==> src/rtl/rdpf_pkg.sv <==
// ----------------------------------------------------------------------------
// rdpf_pkg
// Shared types, framing characters and helpers of the remote debug packet
// framer.
// ----------------------------------------------------------------------------
package rdpf_pkg;

  localparam logic [7:0] CharStart   = 8'h24;  // '$'
  localparam logic [7:0] CharEnd     = 8'h23;  // '#'
  localparam logic [7:0] CharConsole = 8'h4f;  // 'O'
  localparam logic [3:0] NibbleMask  = 4'hf;

  // Default depth of the command queue between the front and the back.
  localparam int unsigned FifoDepthDef = 2;

  // One input transfer.
  typedef struct packed {
    logic       kind;
    logic [7:0] data;
    logic       last;
  } in_item_t;

  // One output transfer.
  typedef struct packed {
    logic [7:0] out_char;
    logic       packet_end;
  } out_item_t;

  // A classified item, as the front hands it to the back.
  typedef struct packed {
    logic       start;
    logic       hex;
    logic [7:0] data;
    logic       last;
  } cmd_t;

  // Lowercase hex digit of one nibble.
  function automatic logic [7:0] hex_digit(input logic [3:0] nib);
    logic [3:0] n;
    n = nib & NibbleMask;
    if (n < 4'd10) begin
      return 8'h30 + {4'h0, n};
    end else begin
      return 8'h57 + {4'h0, n};
    end
  endfunction

endpackage

==> src/rtl/rdpf_front.sv <==
// ----------------------------------------------------------------------------
// rdpf_front
// Accepts payload bytes, tracks packet boundaries and latches the packet kind.
// ----------------------------------------------------------------------------
module rdpf_front import rdpf_pkg::*; (
  input  logic     clk_i,
  input  logic     rst_ni,
  input  logic     in_valid_i,
  output logic     in_ready_o,
  input  in_item_t in_item_i,
  input  logic     fifo_full_i,
  output logic     push_o,
  output cmd_t     cmd_o
);

  logic in_packet_q, in_packet_d;
  logic hex_q, hex_d;

  assign in_ready_o = !fifo_full_i;
  assign push_o     = in_valid_i && in_ready_o;

  always_comb begin
    cmd_o.start = !in_packet_q;
    cmd_o.hex   = in_packet_q ? hex_q : in_item_i.kind;
    cmd_o.data  = in_item_i.data;
    cmd_o.last  = in_item_i.last;

    in_packet_d = in_packet_q;
    hex_d       = hex_q;
    if (push_o) begin
      // The kind only counts on the first byte of a packet.
      in_packet_d = !in_item_i.last;
      hex_d       = in_item_i.last ? 1'b0 : cmd_o.hex;
    end
  end

  always_ff @(posedge clk_i or negedge rst_ni) begin
    if (!rst_ni) begin
      in_packet_q <= 1'b0;
      hex_q       <= 1'b0;
    end else begin
      in_packet_q <= in_packet_d;
      hex_q       <= hex_d;
    end
  end

endmodule

==> src/rtl/rdpf_fifo.sv <==
// ----------------------------------------------------------------------------
// rdpf_fifo
// Short command queue between the front and the back of the framer.
// ----------------------------------------------------------------------------
module rdpf_fifo import rdpf_pkg::*; #(
  parameter int unsigned Depth = FifoDepthDef
) (
  input  logic clk_i,
  input  logic rst_ni,
  input  logic push_i,
  input  cmd_t push_data_i,
  output logic full_o,
  input  logic pop_i,
  output logic valid_o,
  output cmd_t head_o
);

  localparam int unsigned PtrW = (Depth > 1) ? $clog2(Depth) : 1;
  localparam int unsigned CntW = $clog2(Depth + 1);
  localparam logic [PtrW-1:0] LastPtr = PtrW'(Depth - 1);
  localparam logic [CntW-1:0] FullCnt = CntW'(Depth);

  cmd_t            mem_q [Depth];
  logic [PtrW-1:0] wr_ptr_q, rd_ptr_q;
  logic [CntW-1:0] count_q;
  logic            do_push, do_pop;

  assign full_o  = (count_q == FullCnt);
  assign valid_o = (count_q != '0);
  assign head_o  = mem_q[rd_ptr_q];
  assign do_push = push_i && !full_o;
  assign do_pop  = pop_i && valid_o;

  always_ff @(posedge clk_i) begin
    if (do_push) begin
      mem_q[wr_ptr_q] <= push_data_i;
    end
  end

  always_ff @(posedge clk_i or negedge rst_ni) begin
    if (!rst_ni) begin
      wr_ptr_q <= '0;
      rd_ptr_q <= '0;
      count_q  <= '0;
    end else begin
      if (do_push) begin
        wr_ptr_q <= (wr_ptr_q == LastPtr) ? '0 : wr_ptr_q + 1'b1;
      end
      if (do_pop) begin
        rd_ptr_q <= (rd_ptr_q == LastPtr) ? '0 : rd_ptr_q + 1'b1;
      end
      if (do_push && !do_pop) begin
        count_q <= count_q + 1'b1;
      end else if (do_pop && !do_push) begin
        count_q <= count_q - 1'b1;
      end
    end
  end

endmodule

==> src/rtl/rdpf_back.sv <==
// ----------------------------------------------------------------------------
// rdpf_back
// Character sequencer: walks each queued command through the framing steps,
// keeps the checksum and drives the output register.
// ----------------------------------------------------------------------------
module rdpf_back import rdpf_pkg::*; (
  input  logic      clk_i,
  input  logic      rst_ni,
  input  logic      cmd_valid_i,
  input  cmd_t      cmd_i,
  output logic      pop_o,
  output logic      out_valid_o,
  input  logic      out_ready_i,
  output out_item_t out_item_o
);

  typedef enum logic [2:0] {
    S_FIRST,
    S_CONS,
    S_HI,
    S_LO,
    S_END,
    S_SUM_HI,
    S_SUM_LO
  } step_e;

  step_e     step_q, cur_step, nxt_step;
  logic      out_valid_q;
  out_item_t out_item_q;
  logic [7:0] sum_q, sum_d;
  logic [7:0] ch;
  logic       sum_it, end_flag, done, load;

  assign load        = cmd_valid_i && (!out_valid_q || out_ready_i);
  assign pop_o       = load && done;
  assign out_valid_o = out_valid_q;
  assign out_item_o  = out_item_q;

  always_comb begin
    // The start marker only exists for the first byte of a packet.
    cur_step = (step_q == S_FIRST && !cmd_i.start) ? S_HI : step_q;
    ch       = 8'h00;
    sum_it   = 1'b0;
    end_flag = 1'b0;
    done     = 1'b0;
    nxt_step = S_FIRST;
    unique case (cur_step)
      S_FIRST: begin
        ch       = CharStart;
        nxt_step = cmd_i.hex ? S_CONS : S_HI;
      end
      S_CONS: begin
        ch       = CharConsole;
        sum_it   = 1'b1;
        nxt_step = S_HI;
      end
      S_HI: begin
        sum_it = 1'b1;
        if (cmd_i.hex) begin
          ch       = hex_digit(cmd_i.data[7:4]);
          nxt_step = S_LO;
        end else begin
          ch       = cmd_i.data;
          nxt_step = S_END;
          done     = !cmd_i.last;
        end
      end
      S_LO: begin
        ch       = hex_digit(cmd_i.data[3:0]);
        sum_it   = 1'b1;
        nxt_step = S_END;
        done     = !cmd_i.last;
      end
      S_END: begin
        ch       = CharEnd;
        nxt_step = S_SUM_HI;
      end
      S_SUM_HI: begin
        ch       = hex_digit(sum_q[7:4]);
        nxt_step = S_SUM_LO;
      end
      S_SUM_LO: begin
        ch       = hex_digit(sum_q[3:0]);
        end_flag = 1'b1;
        done     = 1'b1;
      end
      default: begin
        ch = 8'h00;
      end
    endcase

    if (cur_step == S_FIRST) begin
      sum_d = 8'h00;
    end else if (sum_it) begin
      sum_d = sum_q + ch;
    end else begin
      sum_d = sum_q;
    end
  end

  always_ff @(posedge clk_i or negedge rst_ni) begin
    if (!rst_ni) begin
      step_q      <= S_FIRST;
      out_valid_q <= 1'b0;
      out_item_q  <= '0;
      sum_q       <= 8'h00;
    end else if (load) begin
      step_q                <= done ? S_FIRST : nxt_step;
      out_valid_q           <= 1'b1;
      out_item_q.out_char   <= ch;
      out_item_q.packet_end <= end_flag;
      sum_q                 <= sum_d;
    end else if (out_ready_i) begin
      out_valid_q <= 1'b0;
    end
  end

endmodule

==> src/rtl/remote_debug_packet_framer.sv <==
// ----------------------------------------------------------------------------
// remote_debug_packet_framer
// Frames payload bytes into "$<body>#<hh>" debugger remote-protocol packets.
// ----------------------------------------------------------------------------
// Each byte passes through the command queue and the output register first.
// Throughput: one character per cycle while the output is ready, set by the output
// sequencer; a byte gives 1 character mid-packet in raw kind, 2 in console kind,
// plus 1 or 2 for the packet header and 3 for the trailer, so 1 to 7 in all.
// Reset clears the packet state, the checksum, the queue and the output.
module remote_debug_packet_framer import rdpf_pkg::*; #(
  parameter int unsigned FifoDepth = FifoDepthDef
) (
  input  logic      clk_i,
  input  logic      rst_ni,
  input  logic      in_valid_i,
  output logic      in_ready_o,
  input  in_item_t  in_item_i,
  output logic      out_valid_o,
  input  logic      out_ready_i,
  output out_item_t out_item_o
);

  // The front classifies each byte as it is taken in: it knows whether the
  // byte opens a packet and which kind the packet has. It can keep taking
  // bytes while the queue has room, so input transfers go on while the back
  // is still spelling out earlier bytes.
  logic fifo_full;
  logic push;
  cmd_t push_cmd;

  // The back pulls one command at a time and emits its characters one per
  // cycle while the output accepts them, into an output register, which frees the
  // queue head only when the final character of that command has been loaded.
  logic cmd_valid;
  logic pop;
  cmd_t head_cmd;

  rdpf_front u_front (
    .clk_i      (clk_i),
    .rst_ni     (rst_ni),
    .in_valid_i (in_valid_i),
    .in_ready_o (in_ready_o),
    .in_item_i  (in_item_i),
    .fifo_full_i(fifo_full),
    .push_o     (push),
    .cmd_o      (push_cmd)
  );

  rdpf_fifo #(
    .Depth(FifoDepth)
  ) u_fifo (
    .clk_i      (clk_i),
    .rst_ni     (rst_ni),
    .push_i     (push),
    .push_data_i(push_cmd),
    .full_o     (fifo_full),
    .pop_i      (pop),
    .valid_o    (cmd_valid),
    .head_o     (head_cmd)
  );

  // The checksum lives in the back, next to the characters it covers.
  rdpf_back u_back (
    .clk_i      (clk_i),
    .rst_ni     (rst_ni),
    .cmd_valid_i(cmd_valid),
    .cmd_i      (head_cmd),
    .pop_o      (pop),
    .out_valid_o(out_valid_o),
    .out_ready_i(out_ready_i),
    .out_item_o (out_item_o)
  );

endmodule
==> config.mk <==
export PLATFORM = sky130hd
export DESIGN_NAME = remote_debug_packet_framer
export DESIGN_NICKNAME = d
export VERILOG_FILES = /design/src/rtl/rdpf_pkg.sv /design/src/rtl/rdpf_front.sv /design/src/rtl/rdpf_fifo.sv /design/src/rtl/rdpf_back.sv /design/src/rtl/remote_debug_packet_framer.sv
export SDC_FILE = /design/constraint.sdc
export NUM_CORES = 1
export LEC_CHECK = 0
export CAP_MARGIN = 40
export CELL_PAD_IN_SITES_DETAIL_PLACEMENT = 1
export CELL_PAD_IN_SITES_GLOBAL_PLACEMENT = 2
export CORE_ASPECT_RATIO = 1.1
export CORE_UTILIZATION = 38
export CTS_CLUSTER_DIAMETER = 200
export DETAILED_ROUTE_END_ITERATION = 6
export DONT_BUFFER_PORTS = 1
export HOLD_SLACK_MARGIN = 0.02
export MAX_ROUTING_LAYER = met4
export PLACE_DENSITY = 0.78
export SLEW_MARGIN = 20
export SYNTH_ARGS = -nofsm -noshare
export SYNTH_HDL_FRONTEND = slang
export SYNTH_HIERARCHICAL = 1
export SYNTH_SLANG_ARGS = --single-unit
==> constraint.sdc <==
create_clock -name clk_i -period 3.3 [get_ports clk_i]
set_clock_uncertainty 0.05 [all_clocks]
set_input_delay 0.165 -clock clk_i [delete_from_list [all_inputs] [get_ports clk_i]]
set_output_delay 0.165 -clock clk_i [all_outputs]
set_load 0.01 [all_outputs]
Yosys cells after proc, flatten, opt, wreduce, memory -nomap -nowiden. Memory sizes are Yosys's and may differ from the RTL's. Cells that the tools add are included.

Bits in writable memories: 22. Logic and storage cells: 87. Bits in registers: 27. Memories: 1. Output and inout port bits: 11. Input bits: 14.

Memories: u_fifo.mem_q (depth 2, width 11, rd ports 1, clocked after Yosys merged registers in 0, wr ports 1, line rdpf_fifo.sv:23) `cmd_t mem_q [Depth];`.

Equal/unequal tests: 7. $lt $le $gt $ge: 4. Reduce and logical (&&, ||, !) cells: 25. $add $sub $neg: 13. Muxes and demuxes: 27.

Operators with widths (count): $mux W8 (7); $pmux W8 S7 (1); $add A7 B4 Y8 const A (4); $add A6 B4 Y7 const A (4); $pmux W3 S6 (1); $lt A4 B4 Y1 const B (4); $mux W1 (11); $eq A3 B3 Y1 const B (3); $mux W3 (3); $add A8 B8 Y8 (1); $logic_and A1 B1 Y1 (8); $logic_not A1 Y1 (8); $reduce_bool A2 Y1 (4); $eq A3 B2 Y1 const B (2); $logic_not A3 Y1 (2); $mux W2 (3); $eq A3 B1 Y1 const B (1); $pmux W1 S3 (1); $reduce_or A3 Y1 (1); $add A1 B1 Y1 const B (2); $add A2 B1 Y2 const B (1); $eq A2 B2 Y1 const B (1); $reduce_and A2 Y1 (1); $sub A2 B1 Y2 const B (1); $logic_or A1 B1 Y1 (1).

Longest topological paths before layout. Gate-level depths: netlist of run 1. An unclocked memory read counts as a cell.

Depth after elaboration: 11. Depth in mapped cells: 14. Depth with buffers taken out: 13.

By module. The synthesis of run 1 kept the hierarchy.

Modules (own cells, without submodules): rdpf_back (instances 1, sequential area each 525.5 um2, cells each 217, area an instance 1896.8 um2); rdpf_fifo (instances 1, sequential area each 760.7 um2, cells each 53, area an instance 1039.7 um2); rdpf_front (instances 1, sequential area each 50.0 um2, cells each 23, area an instance 193.9 um2).

Least setup slack after synthesis of run 1. Ideal clock, no wire load.

Kind: register to register. Start: reg u_fifo.rd_ptr_q. End: reg u_back.sum_q[6]. Library setup time: 0.127 ns. Setup slack: 0.146 ns. Period minus slack after synthesis: 3.154 ns. Required time: 3.123 ns. Path buffers: 1. Stages on the path, launching flop included: 14. Arrival time: 2.978 ns. Cells stage by stage: dfrtp_1 buf_6 mux2_4 o21ai_0 xnor2_1 o22ai_1 a211o_1 ha_1 fa_1 a21o_1 a21oi_1 o21bai_1 mux2i_1 nand3_1.

RTL lines: start, declared (line rdpf_fifo.sv:24) `logic [PtrW-1:0] wr_ptr_q, rd_ptr_q;`; start signal, assigned (line rdpf_fifo.sv:50) `rd_ptr_q <= (rd_ptr_q == LastPtr) ? '0 : rd_ptr_q + 1'b1;`; end signal, assigned (line rdpf_back.sv:112) `sum_q <= sum_d;`; end, declared (line rdpf_back.sv:30) `logic [7:0] sum_q, sum_d;`.

==> summary.txt, run 1 <==
Timing
  • Max-slew violation count: 0
  • Crit path time final: 3.17 ns
  • Fmax: between 0.3 and 0.4 GHz
  • WHS: 0.0379 ns
  • Final Cycle Share: 96.2%
  • Worst Setup Slack, final: 0.126 ns
  • TNS Setup: 0 ns
  • Rel. slew slack: 56.4%
  • Final hold violations: 0
  • Worst-Margin Slew: 0.655 ns
  • # setup viols final: 0

Clock network
  • TritonCTS clock tree: yes
  • Root buf cell: clkbuf_8
  • H-tree Lvls: 2
  • Clock transition at path regs: 0.11 ns
  • Clk sinks: 49
  • CTS Buf Count: 5
  • Maximum clock path buffer count: 2
  • Clk_lat worst skew: 0.31 ns

Worst hold path
  • Min-delay worst type: in2reg
  • Worst hold stages: 2

Power
  • Pwr Total: 4.36 mW
  • Leakage power total: between 1.5 and 2 nW
  • Max VDD drop: 0.406 mV
  • Pwr Density: 1180 nW/um^2

Synth
  • Register area share after synthesis: 42.7%
  • Post-Syn Area: about 3100 um^2
  • Synth top area share: about 22%
  • YS warnings: 6
  • Post-synth ARST share: 55.1%
  • Number of synthesized flops with an enable pin: 22
  • Distinct cells, synth: 67
  • Top post-synthesis cells by count: dfrtp_1, o21ai_0, edfxtp_1, nand2_1, inv_1
  • Leading area contributor after synthesis: dfrtp_1
  • Top cells by area, synth: dfrtp_1, edfxtp_1, mux2_4, ha_1, o21ai_0
  • Syn Nets: between 300 and 400
  • Post-Synthesis Cells: 293
  • Primary FF master, synth: dfrtp_1
  • Synth Register Bits: 49
  • Most frequent cell after synthesis: dfrtp_1
  • Mean post-synth cell area: approximately 11 um^2

Route
  • Routed wire per std cell: 17.5 um
  • WL final: 7590 um
  • Detailed-route via count: 2361
  • DRC: 0
  • Routed vias/inst: 5.45
  • Drt first pass iters: 4
  • 1st-iter DRT viols: 56
  • Number of routed nets with antenna violations: 0

Place
  • Placed insts: 407
  • I/O Buffers: 0
  • DP HPWL: 5550 um
  • Routability cong.: roughly 0.84
  • Pre-CTS setup slack: -0.0469 ns
  • Placed cell areas: 3320 um^2

Floorplanning
  • Cell Rows: 34
  • Die outline area: 8610 um^2
  • Starting Density: 39.4%
  • Placeable Area: 7960 um^2
  • Boundary Pins: 25
  • Chip height: just under 100 um
  • Die X: slightly below 90 um

Global routing
  • Largest net degree at the start of global routing: 28
  • Global route overflow: 0
  • Vias in the first global route: 2529
  • GRT Overall Usage: 19.6%
  • Initial antenna violation count: 0
  • First-pass GRT wire length: 12500 um

Critical path
  • Crit end category: flip-flop
  • Critical path fanouts, max: 8
  • Setup Crit Path Kind: reg2reg
  • R2R cell count: 13
  • Arr. time, crit path: 3.32 ns
  • Data required time of the critical path: 3.45 ns
  • Crit start category: flip-flop

Layout
  • Design area: 3690 um^2
  • Post-Layout Cell Count: 433
  • Number of antenna diodes: 0
  • Register area: between 1000 and 1500 um^2
  • Fillers: 903
  • Final-stage net count: ~350
  • Area growth, synth to finish: 17.8%
  • Area occupied by multi-input gates: 1630 um^2
  • Layout cells sized above 1: ~26%
  • Post-layout util: 46.4%

Run
  • MaxCap Viol Count: 0

Status
  • Status: complete, no violations
[report_power, final]
part           internal [mW]  switching, mW
clock network          0.305          0.219
registers              0.884          0.262
logic                   1.34           1.35
total                   2.53           1.83
[metal layers]
metal | track usage, % | vias to the layer above | routed length (um)
met5 | - | - | 0
met4 | 7.82 | 0 | 200
met3 | 3.06 | 16 | 214
met2 | 33.0 | 48 | 4080
met1 | 23.0 | 1173 | 3100
li1 | - | 1124 | -
[kinds of logic (layout without fill, tap and decap cells)]
kind of cell / Yosys count / after routing / share of synthesized area, %
XOR/XNOR: 13 / 13 / 3.64
flip-flops: 49 / 49 / 42.7
adder cells (fa/ha/maj): 13 / 13 / 5.44
multiplexers: 19 / 19 / 8.07
buffers and inverters: 37 / 69 / 6.63
AND/OR/NAND/NOR: 80 / 80 / 15.9
AO/OA/AOI/OAI: 82 / 82 / 17.6
[area by class of cell]
| class | instances | area share (%) |
|---|---|---|
| clock buffer | 5 | 1.87 |
| clock inverter | 3 | 1.87 |
| inverter | 17 | 1.83 |
| multi-input combinational | 207 | 44.2 |
| sequential | 49 | 36.3 |
| tap | 108 | 3.66 |
| timing repair buffer | 44 | 10.3 |
[registers in the layout, indices dropped and copies added (netlist names)]
name and count:
u_back/sum_q 8, u_back/out_valid_o 1, u_fifo/wr_ptr_q 1, u_back/step_q 3, u_back/out_item_o 9, u_fifo/mem_q 22, u_front/in_packet_q 1, u_front/hex_q 1
u_fifo/rd_ptr_q 1, u_fifo/count_q 2
[worst max-delay path: stages, from the launching register on]
cell	delay, ns
dfrtp_2	0.50
mux2_4	0.35
o21ai_1	0.14
buf_4	0.14
xnor2_1	0.12
o22ai_1	0.12
a211o_1	0.33
ha_2	0.21
fa_1	0.39
a21o_1	0.20
a21oi_2	0.15
buf_4	0.13
xnor2_1	0.05
a22o_1	0.19
[final timing paths]
path,startpoint,endpoint,slack (ns)
min in group asynchronous,rst_ni,u_back/sum_q[5]$_DFFE_PN0P_,0.25
max reg2reg,u_fifo/rd_ptr_q$_DFFE_PN0P_,u_back/sum_q[4]$_DFFE_PN0P_,0.13
max,u_fifo/rd_ptr_q$_DFFE_PN0P_,u_back/sum_q[4]$_DFFE_PN0P_,0.13
min reg2reg,u_fifo/wr_ptr_q$_DFFE_PN0N_,u_fifo/wr_ptr_q$_DFFE_PN0N_,0.46
max in group asynchronous,rst_ni,u_front/hex_q$_DFFE_PN0P_,2.78
min,in_item_i[9],u_fifo/mem_q[0][9]$_DFFE_PP_,0.04
[placed cells by master (no fill, tap or decap), drive strengths merged, types with 2 or more instances in the layout]
| cell type | n |
|---|---|
| o21ai | 28 |
| a21oi | 12 |
| buf | 32 |
| nand3 | 6 |
| o21bai | 2 |
| nor3 | 3 |
| a21o | 3 |
| nor3b | 3 |
| inv | 17 |
| ha | 12 |
| a22o | 5 |
| and3b | 2 |
| dfrtp | 27 |
| a32oi | 2 |
| or2 | 2 |
| clkbuf | 5 |
| and3 | 2 |
| a211o | 3 |
| nand2 | 25 |
| o32a | 2 |
| mux2 | 17 |
| a211oi | 4 |
| bufinv | 2 |
| nand2b | 6 |
| mux2i | 2 |
| xnor2 | 9 |
| and2 | 2 |
| edfxtp | 22 |
| nor4 | 2 |
| nor2b | 8 |
| xor2 | 4 |
| and4b | 2 |
| dlygate4sd3 | 12 |
| o21a | 3 |
| o22ai | 3 |
| nor2 | 9 |
| o211ai | 2 |
| nand3b | 3 |
| a31oi | 3 |
[repair_timing]
item | in CTS | in global routing
pin swaps | 0 | 7
resized for setup | 4 | 15
endpoints found under the hold margin | 47 | 0
hold buffers | 13 | 0
setup buffers | 0 | 5
setup endpoints to repair | 3 | 4
No activity file was read; power rests on OpenSTA's default activity.
==> run 2, diff against run 1 <==
--- a/config.mk
+++ b/config.mk
@@ -5,10 +5,9 @@
 export SDC_FILE = /design/constraint.sdc
 export NUM_CORES = 1
 export LEC_CHECK = 0
-export CAP_MARGIN = 40
+export CAP_MARGIN = 25
 export CELL_PAD_IN_SITES_DETAIL_PLACEMENT = 1
 export CELL_PAD_IN_SITES_GLOBAL_PLACEMENT = 2
-export CORE_ASPECT_RATIO = 1.1
 export CORE_UTILIZATION = 38
 export CTS_CLUSTER_DIAMETER = 200
 export DETAILED_ROUTE_END_ITERATION = 6
==> run 2 against run 1 <==
Against the previous run: critical path depth down 1; combinational power fell by 4%; wire length down 0.59%; die area about the same.
==> summary.txt, run 2 (same netlist as run 1, synthesis figures left out) <==
Clock network
  • Maximum clock path buffer count: 2 (unchanged)
  • Clk_lat worst skew: 0.31 ns (about the same)
  • H-tree Lvls: 2 (unchanged)
  • Clk sinks: 49 (unchanged)
  • Root buf cell: clkbuf_8
  • Clock transition at path regs: 0.10 ns (about the same)
  • TritonCTS clock tree: yes
  • CTS Buf Count: 5 (unchanged)

Critical path
  • Slowest cell on crit path: dfrtp_1
  • Critical path fanouts, max: 4 (-4)
  • Data required time of the critical path: 3.43 ns (-0.02 ns)
  • Setup Crit Path Kind: reg2reg
  • Crit start category: flip-flop
  • Arr. time, crit path: 3.30 ns (-0.02 ns)
  • Cells along the critical path: buf_4 > mux2_4 > nor2b_2 > o32ai_1 > a32oi_1 > o21ai_1 > ha_1 > a211oi_2 > o21ai_1 > a221oi_1 > nand4bb_1 > o211ai_1
  • Crit end category: flip-flop
  • Crit-path max cell delay: 0.43 ns (-0.07 ns)
  • Setup crit start: u_fifo/rd_ptr_q$_DFFE_PN0P_
  • Reg2reg start: u_fifo/rd_ptr_q$_DFFE_PN0P_
  • CP dominant cell by count: o21ai_1

Global routing
  • Global route overflow: 0 (unchanged)
  • Vias in the first global route: 2440 (-3.5%)
  • Met1 GRT Util: 25.9% (+2.9 points)
  • Met3 Use GR: 2.79% (-0.27 points)
  • Top Usage Layer GRT: met2
  • Largest net degree at the start of global routing: 28 (unchanged)
  • First-pass GRT wire length: 12700 um (+1.9%)
  • GRT Overall Usage: 19.6% (about the same)
  • Met2 GRT Util: 32.0% (-0.97 points)
  • Initial antenna violation count: 0 (unchanged)

Route
  • Detailed-route via count: 2305 (-2.4%)
  • Drt first pass iters: 4 (unchanged)
  • Number of routed nets with antenna violations: 0 (unchanged)
  • WL final: 7550 um (-0.59%)
  • Routed wire per std cell: 18.0 um (+2.5%)
  • DRC: 0 (unchanged)
  • Routed vias/inst: 5.49 (+0.65%)
  • 1st-iter DRT viols: 139 (+150%)

Power
  • Max VDD drop: 0.398 mV (-1.7%)
  • Leakage power total: 1.49 nW (-2.8%)
  • Pwr Density: 1160 nW/um^2 (-1.6%)

Timing
  • Rel. slew slack: 56.9% (+0.49 points)
  • TNS Setup: 0 ns (unchanged)
  • # setup viols final: 0 (unchanged)
  • Final Cycle Share: 96.2% (about the same)
  • Worst-Margin Slew: 0.647 ns (-0.00736 ns)
  • WHS: 0.0538 ns (+0.0160 ns)
  • Fmax: 0.315 GHz (about the same)
  • Crit path time final: 3.18 ns (+0.00189 ns)
  • Unrepaired setup endpoints after global routing: yes
  • Max-slew violation count: 0 (unchanged)
  • Final hold violations: 0 (unchanged)

Status
  • Status: complete, no violations

Place
  • DP HPWL: 5460 um (-1.5%)
  • Routability cong.: 0.804 (-4.7%)
  • I/O Buffers: 0 (unchanged)
  • Placed cell areas: 3300 um^2 (-0.75%)

Layout
  • Post-layout util: 46.1% (-0.24 points)
  • Number of antenna diodes: 0 (unchanged)
  • Design area: 3620 um^2 (-1.9%)
  • Most flop-heavy register: u_fifo/mem_q
  • Largest register FFs: 22 (unchanged)
  • Layout cells sized above 1: 23.3% (-2.6 points)
  • Commonest non-fill, non-tap cell in the layout: dfrtp_1
  • Most frequent cells in the layout: dfrtp_1, buf_4, nand2_1, edfxtp_1, o21ai_0
  • Fillers: 891 (-1.3%)
  • Area growth, synth to finish: 15.6%
  • Final-stage net count: 344 (-2.0%)

Floorplanning
  • Cell Rows: 32 (-5.9%)
  • Starting Density: 39.9% (+0.54 points)
  • Die outline area: 8610 um^2 (about the same)
  • Die X: 92.8 um (+4.8%)
  • Boundary Pins: 25 (unchanged)
  • Chip height: 92.8 um (-4.6%)
  • Placeable Area: 7850 um^2 (-1.4%)

Run
  • MaxCap Viol Count: 0 (unchanged)

Worst hold path
  • Hold path start: in_item_i[9]
  • Min-delay worst type: in2reg
-- run 2: timing repair --
action                     CTS  global route
buffers inserted             0             1
hold buffers                13             0
pin swaps                    0             6
gates resized for setup      3            10
setup endpoints to repair    2             4
hold endpoints to repair    47             0
-- run 2: area by class of cell --
type / instances / area, um^2 / area share, %
well taps: 102 / 128 / 3.53
inverters: 17 / 67.6 / 1.87
clock buffers: 5 / 68.8 / 1.90
clock inverters: 3 / 47.5 / 1.31
repair buffers: 37 / 333 / 9.20
multi-input cells: 207 / 1640 / 45.3
flip-flops and latches: 49 / 1340 / 36.9
-- run 2: final timing paths --
path	endpoint	slack, ns	cells past startpoint
hold / removal	u_fifo/mem_q[1][9]$_DFFE_PP_	0.05	2
hold reg to reg	u_fifo/count_q[1]$_DFFE_PN0P_	0.46	1
min in group asynchronous	u_back/out_item_o[5]$_DFFE_PN0P_	0.24	2
setup reg to reg	u_back/sum_q[7]$_DFFE_PN0P_	0.12	12
max in group asynchronous	u_back/sum_q[7]$_DFFE_PN0P_	2.78	2
setup / recovery	u_back/sum_q[7]$_DFFE_PN0P_	0.12	12
-- run 2: through the flow --
step	cells	power, mW	worst slack, ns
floorplan	293	2.87	0.146
global placement	397	3.54	0.0198
detailed placement	397	3.60	-0.0731
CTS	418	4.12	0.0346
global route	420	4.58	-0.0226
finish	420	4.21	0.124
-- run 2: power breakdown --
group          switching, mW  internal (mW)  leakage [nW]
Clock                  0.221          0.232        0.0591
Sequential             0.284          0.882         0.535
Combinational           1.32           1.27         0.900
Total                   1.82           2.39          1.49
-- run 2: layer usage --
metal	wire length (um)	share of wire [%]	up-vias
met5	0	0	-
met4	36	0.48	0
met3	184	2.4	2
met2	3680	49	32
met1	3640	48	1159
li1	-	-	1112
-- run 2: worst max-delay path: cells and delay by family, from the launching register on --
kind,cells,cell delay (ns)
AO/OA/AOI/OAI,7,1.44
flip-flops,1,0.43
AND/OR/NAND/NOR,2,0.33
multiplexers,1,0.32
adder cells (fa/ha/maj),1,0.29
buffers and inverters,1,0.18
==> run 3, diff against run 2 <==
--- a/config.mk
+++ b/config.mk
@@ -15,6 +15,7 @@
 export HOLD_SLACK_MARGIN = 0.02
 export MAX_ROUTING_LAYER = met4
 export PLACE_DENSITY = 0.78
+export SETUP_SLACK_MARGIN = 0.15
 export SLEW_MARGIN = 20
 export SYNTH_ARGS = -nofsm -noshare
 export SYNTH_HDL_FRONTEND = slang
==> run 3 against run 2 <==
Against the previous run: clock power decreased by 16%; non-clock buffer count increased by 5; first-iteration DRC count decreased by 10%; critical endpoint unchanged; highest routed layer unchanged.
==> summary.txt, run 3 (same netlist as run 1, synthesis figures left out) <==
Status
  • Status: complete, no violations

Power
  • Switching share of total power: 43.9% (+0.55 points)
  • Leakage power total: 1.51 nW (+1.3%)
  • Max VDD drop: 0.418 mV (+4.8%)
  • Clock power share: 8.9% (-1.8 points)
  • Register share of total power: 27.2% (-0.5 points)
  • Logic gate share of total power: 63.9% (+2.4 points)
  • Psw: 1.86 mW (+2.3%)
  • Internal Pwr Total: 2.39 mW (about the same)
  • Pwr Density: 1160 nW/um^2 (about the same)

Route
  • DR top layer: met4
  • Routed wire per std cell: 18.1 um (+0.58%)
  • Met3 routed WL: 296 um (+61%)
  • Met2 WL: 3760 um (+2.0%)
  • Detailed-route via count: 2304 (-0.043%)
  • Wl on met1: 3600 um (-1.2%)
  • DRC: 0 (unchanged)
  • Number of routed nets with antenna violations: 0 (unchanged)
  • WL final: 7680 um (+1.8%)
  • 1st-iter DRT viols: 125 (-10%)
  • Drt first pass iters: 4 (unchanged)
  • Routed vias/inst: 5.42 (-1.2%)

Floorplanning
  • Starting Density: 39.9% (unchanged)
  • Placeable Area: 7850 um^2 (unchanged)
  • Chip height: 92.8 um (unchanged)
  • Die outline area: 8610 um^2 (unchanged)
  • Cell Rows: 32 (unchanged)
  • Boundary Pins: 25 (unchanged)
  • Die X: 92.8 um (unchanged)

Timing
  • Worst Setup Slack, final: 0.143 ns (+0.0187 ns)
  • # setup viols final: 0 (unchanged)
  • Rel. slew slack: 57.4% (+0.50 points)
  • Worst-Margin Slew: 0.640 ns (-0.00749 ns)
  • Final hold violations: 0 (unchanged)
  • Crit path time final: 3.16 ns (-0.0187 ns)
  • Fmax: 0.317 GHz (+0.59%)
  • Final Cycle Share: 95.7% (-0.57 points)
  • Unrepaired setup endpoints after global routing: yes
  • Max-slew violation count: 0 (unchanged)

Place
  • I/O Buffers: 0 (unchanged)
  • Placed cell areas: 3290 um^2 (-0.15%)
  • DP HPWL: 5560 um (+1.9%)
  • Pre-CTS setup slack: -0.0156 ns (+0.0575 ns)
  • Routability cong.: 0.833 (+3.6%)

Clock network
  • TritonCTS clock tree: yes
  • Clock transition at path regs: 0.10 ns (about the same)
  • Clk sinks: 49 (unchanged)
  • Root buf cell: clkbuf_8
  • Maximum clock path buffer count: 2 (unchanged)
  • H-tree Lvls: 2 (unchanged)
  • CTS Buf Count: 5 (unchanged)
  • Clk_lat worst skew: 0.30 ns (about the same)

Layout
  • Area growth, synth to finish: 16.9%
  • Final-stage net count: 349 (+1.5%)
  • Layout cells sized above 1: 25.4% (+2.1 points)
  • Largest register FFs: 22 (unchanged)
  • Most frequent cells in the layout: dfrtp_1, buf_4, nand2_1, edfxtp_1, o21ai_0
  • Design area: 3660 um^2 (+1.1%)
  • Commonest non-fill, non-tap cell in the layout: dfrtp_1
  • Post-layout util: 46.6% (+0.53 points)
  • Number of antenna diodes: 0 (unchanged)
  • Most flop-heavy register: u_fifo/mem_q
  • Fillers: 876 (-1.7%)

Critical path
  • Critical path fanouts, max: 7 (+3)
  • Data required time of the critical path: 3.43 ns (about the same)
  • Crit-path max cell delay: 0.41 ns (-0.02 ns)
  • WP buf/inv: 3 (+2)
  • Crit end category: flip-flop
  • Crit start category: flip-flop
  • Slowest cell on crit path: dfrtp_1
  • Cells along the critical path: buf_6 > mux2_4 > nor2b_2 > buf_4 > nor4_4 > buf_4 > a32oi_1 > ha_1 > nor3_1 > o21ai_1 > a221oi_1 > nand4bb_1 > o211ai_1
  • CP dominant cell by count: buf_4
  • Setup Crit Path Kind: reg2reg
  • Delay-heaviest family, CP: simple AND/OR/NAND/NOR gates
  • Arr. time, crit path: 3.29 ns (about the same)

Global routing
  • Global route overflow: 0 (unchanged)
  • First-pass GRT wire length: 12400 um (-2.5%)
  • GRT Overall Usage: 19.1% (-0.52 points)
  • Initial antenna violation count: 0 (unchanged)
  • Vias in the first global route: 2383 (-2.3%)
  • Largest net degree at the start of global routing: 28 (unchanged)

Run
  • MaxCap Viol Count: 0 (unchanged)

Worst hold path
  • Min-delay worst type: in2reg
==> run 3: power by group through the flow <==
| stage | combinational (mW) | clock (mW) | sequential [mW] |
|---|---|---|---|
| finish | 2.72 | 0.380 | 1.16 |
| global route | 2.99 | 0.411 | 1.19 |
| CTS | 2.54 | 0.398 | 1.15 |
| detailed placement | 2.43 | 0 | 1.16 |
| global placement | 2.36 | 0 | 1.16 |
| floorplan | 1.83 | 0 | 1.05 |
==> run 3: cell type report <==
class,count,area [um^2],share of cell area (%)
Sequential cell,49,1340,36.5
Timing Repair Buffer,42,368,10.1
Inverter,17,67.6,1.85
Clock buffer,6,82.6,2.26
Tap cell,102,128,3.49
Multi-Input combinational cell,207,1660,45.4
Clock inverter,2,17.5,0.479
==> run 3: what timing repair did <==
item,in CTS,in global routing
hold buffers,14,0
endpoints found under the hold margin,47,0
gates resized for setup,10,14
setup buffers,0,4
endpoints found under the setup margin,4,4
pin swaps,0,10
==> run 3: worst paths after layout <==
kind / from / to / slack (ns) / cells past startpoint
max in group asynchronous: rst_ni / u_back/step_q[0]$_DFFE_PN0P_ / 2.79 / 2
min in group asynchronous: rst_ni / u_back/out_item_o[4]$_DFFE_PN0P_ / 0.24 / 2
setup reg to reg: u_fifo/rd_ptr_q$_DFFE_PN0P_ / u_back/sum_q[7]$_DFFE_PN0P_ / 0.14 / 13
hold reg to reg: u_fifo/count_q[1]$_DFFE_PN0P_ / u_fifo/count_q[1]$_DFFE_PN0P_ / 0.45 / 1
setup / recovery: u_fifo/rd_ptr_q$_DFFE_PN0P_ / u_back/sum_q[7]$_DFFE_PN0P_ / 0.14 / 13
hold / removal: out_ready_i / u_back/out_valid_o$_DFFE_PN0P_ / 0.1 / 2
==> run 3: worst reg2reg max path, delay by kind of cell, from the launching register on <==
kind / cells / cell delay [ns]
AOI/OAI and AO/OA: 4 / 0.61
adders and majority gates: 1 / 0.36
buffers and inverters: 3 / 0.56
DFF: 1 / 0.41
muxes: 1 / 0.31
and+or+nand+nor: 4 / 0.73
==> run 3: layer usage <==
metal / vias up / track usage, %
li1: 1122 / -
met1: 1139 / 25.9
met2: 41 / 30.6
met3: 2 / 2.46
met4: 0 / 3.85
met5: - / -
==> run 3: per-stage QoR <==
stage	cells	hold slack (ns)	setup TNS, ns	power [mW]
after CTS	420	0.0963	0	4.09
final	425	0.0982	0	4.25
after global routing	425	0.136	-0.0158	4.60
after detailed placement	398	-0.180	-0.0156	3.59
after floorplan	293	-0.181	0	2.88
after global placement	398	-0.180	-0.0156	3.52
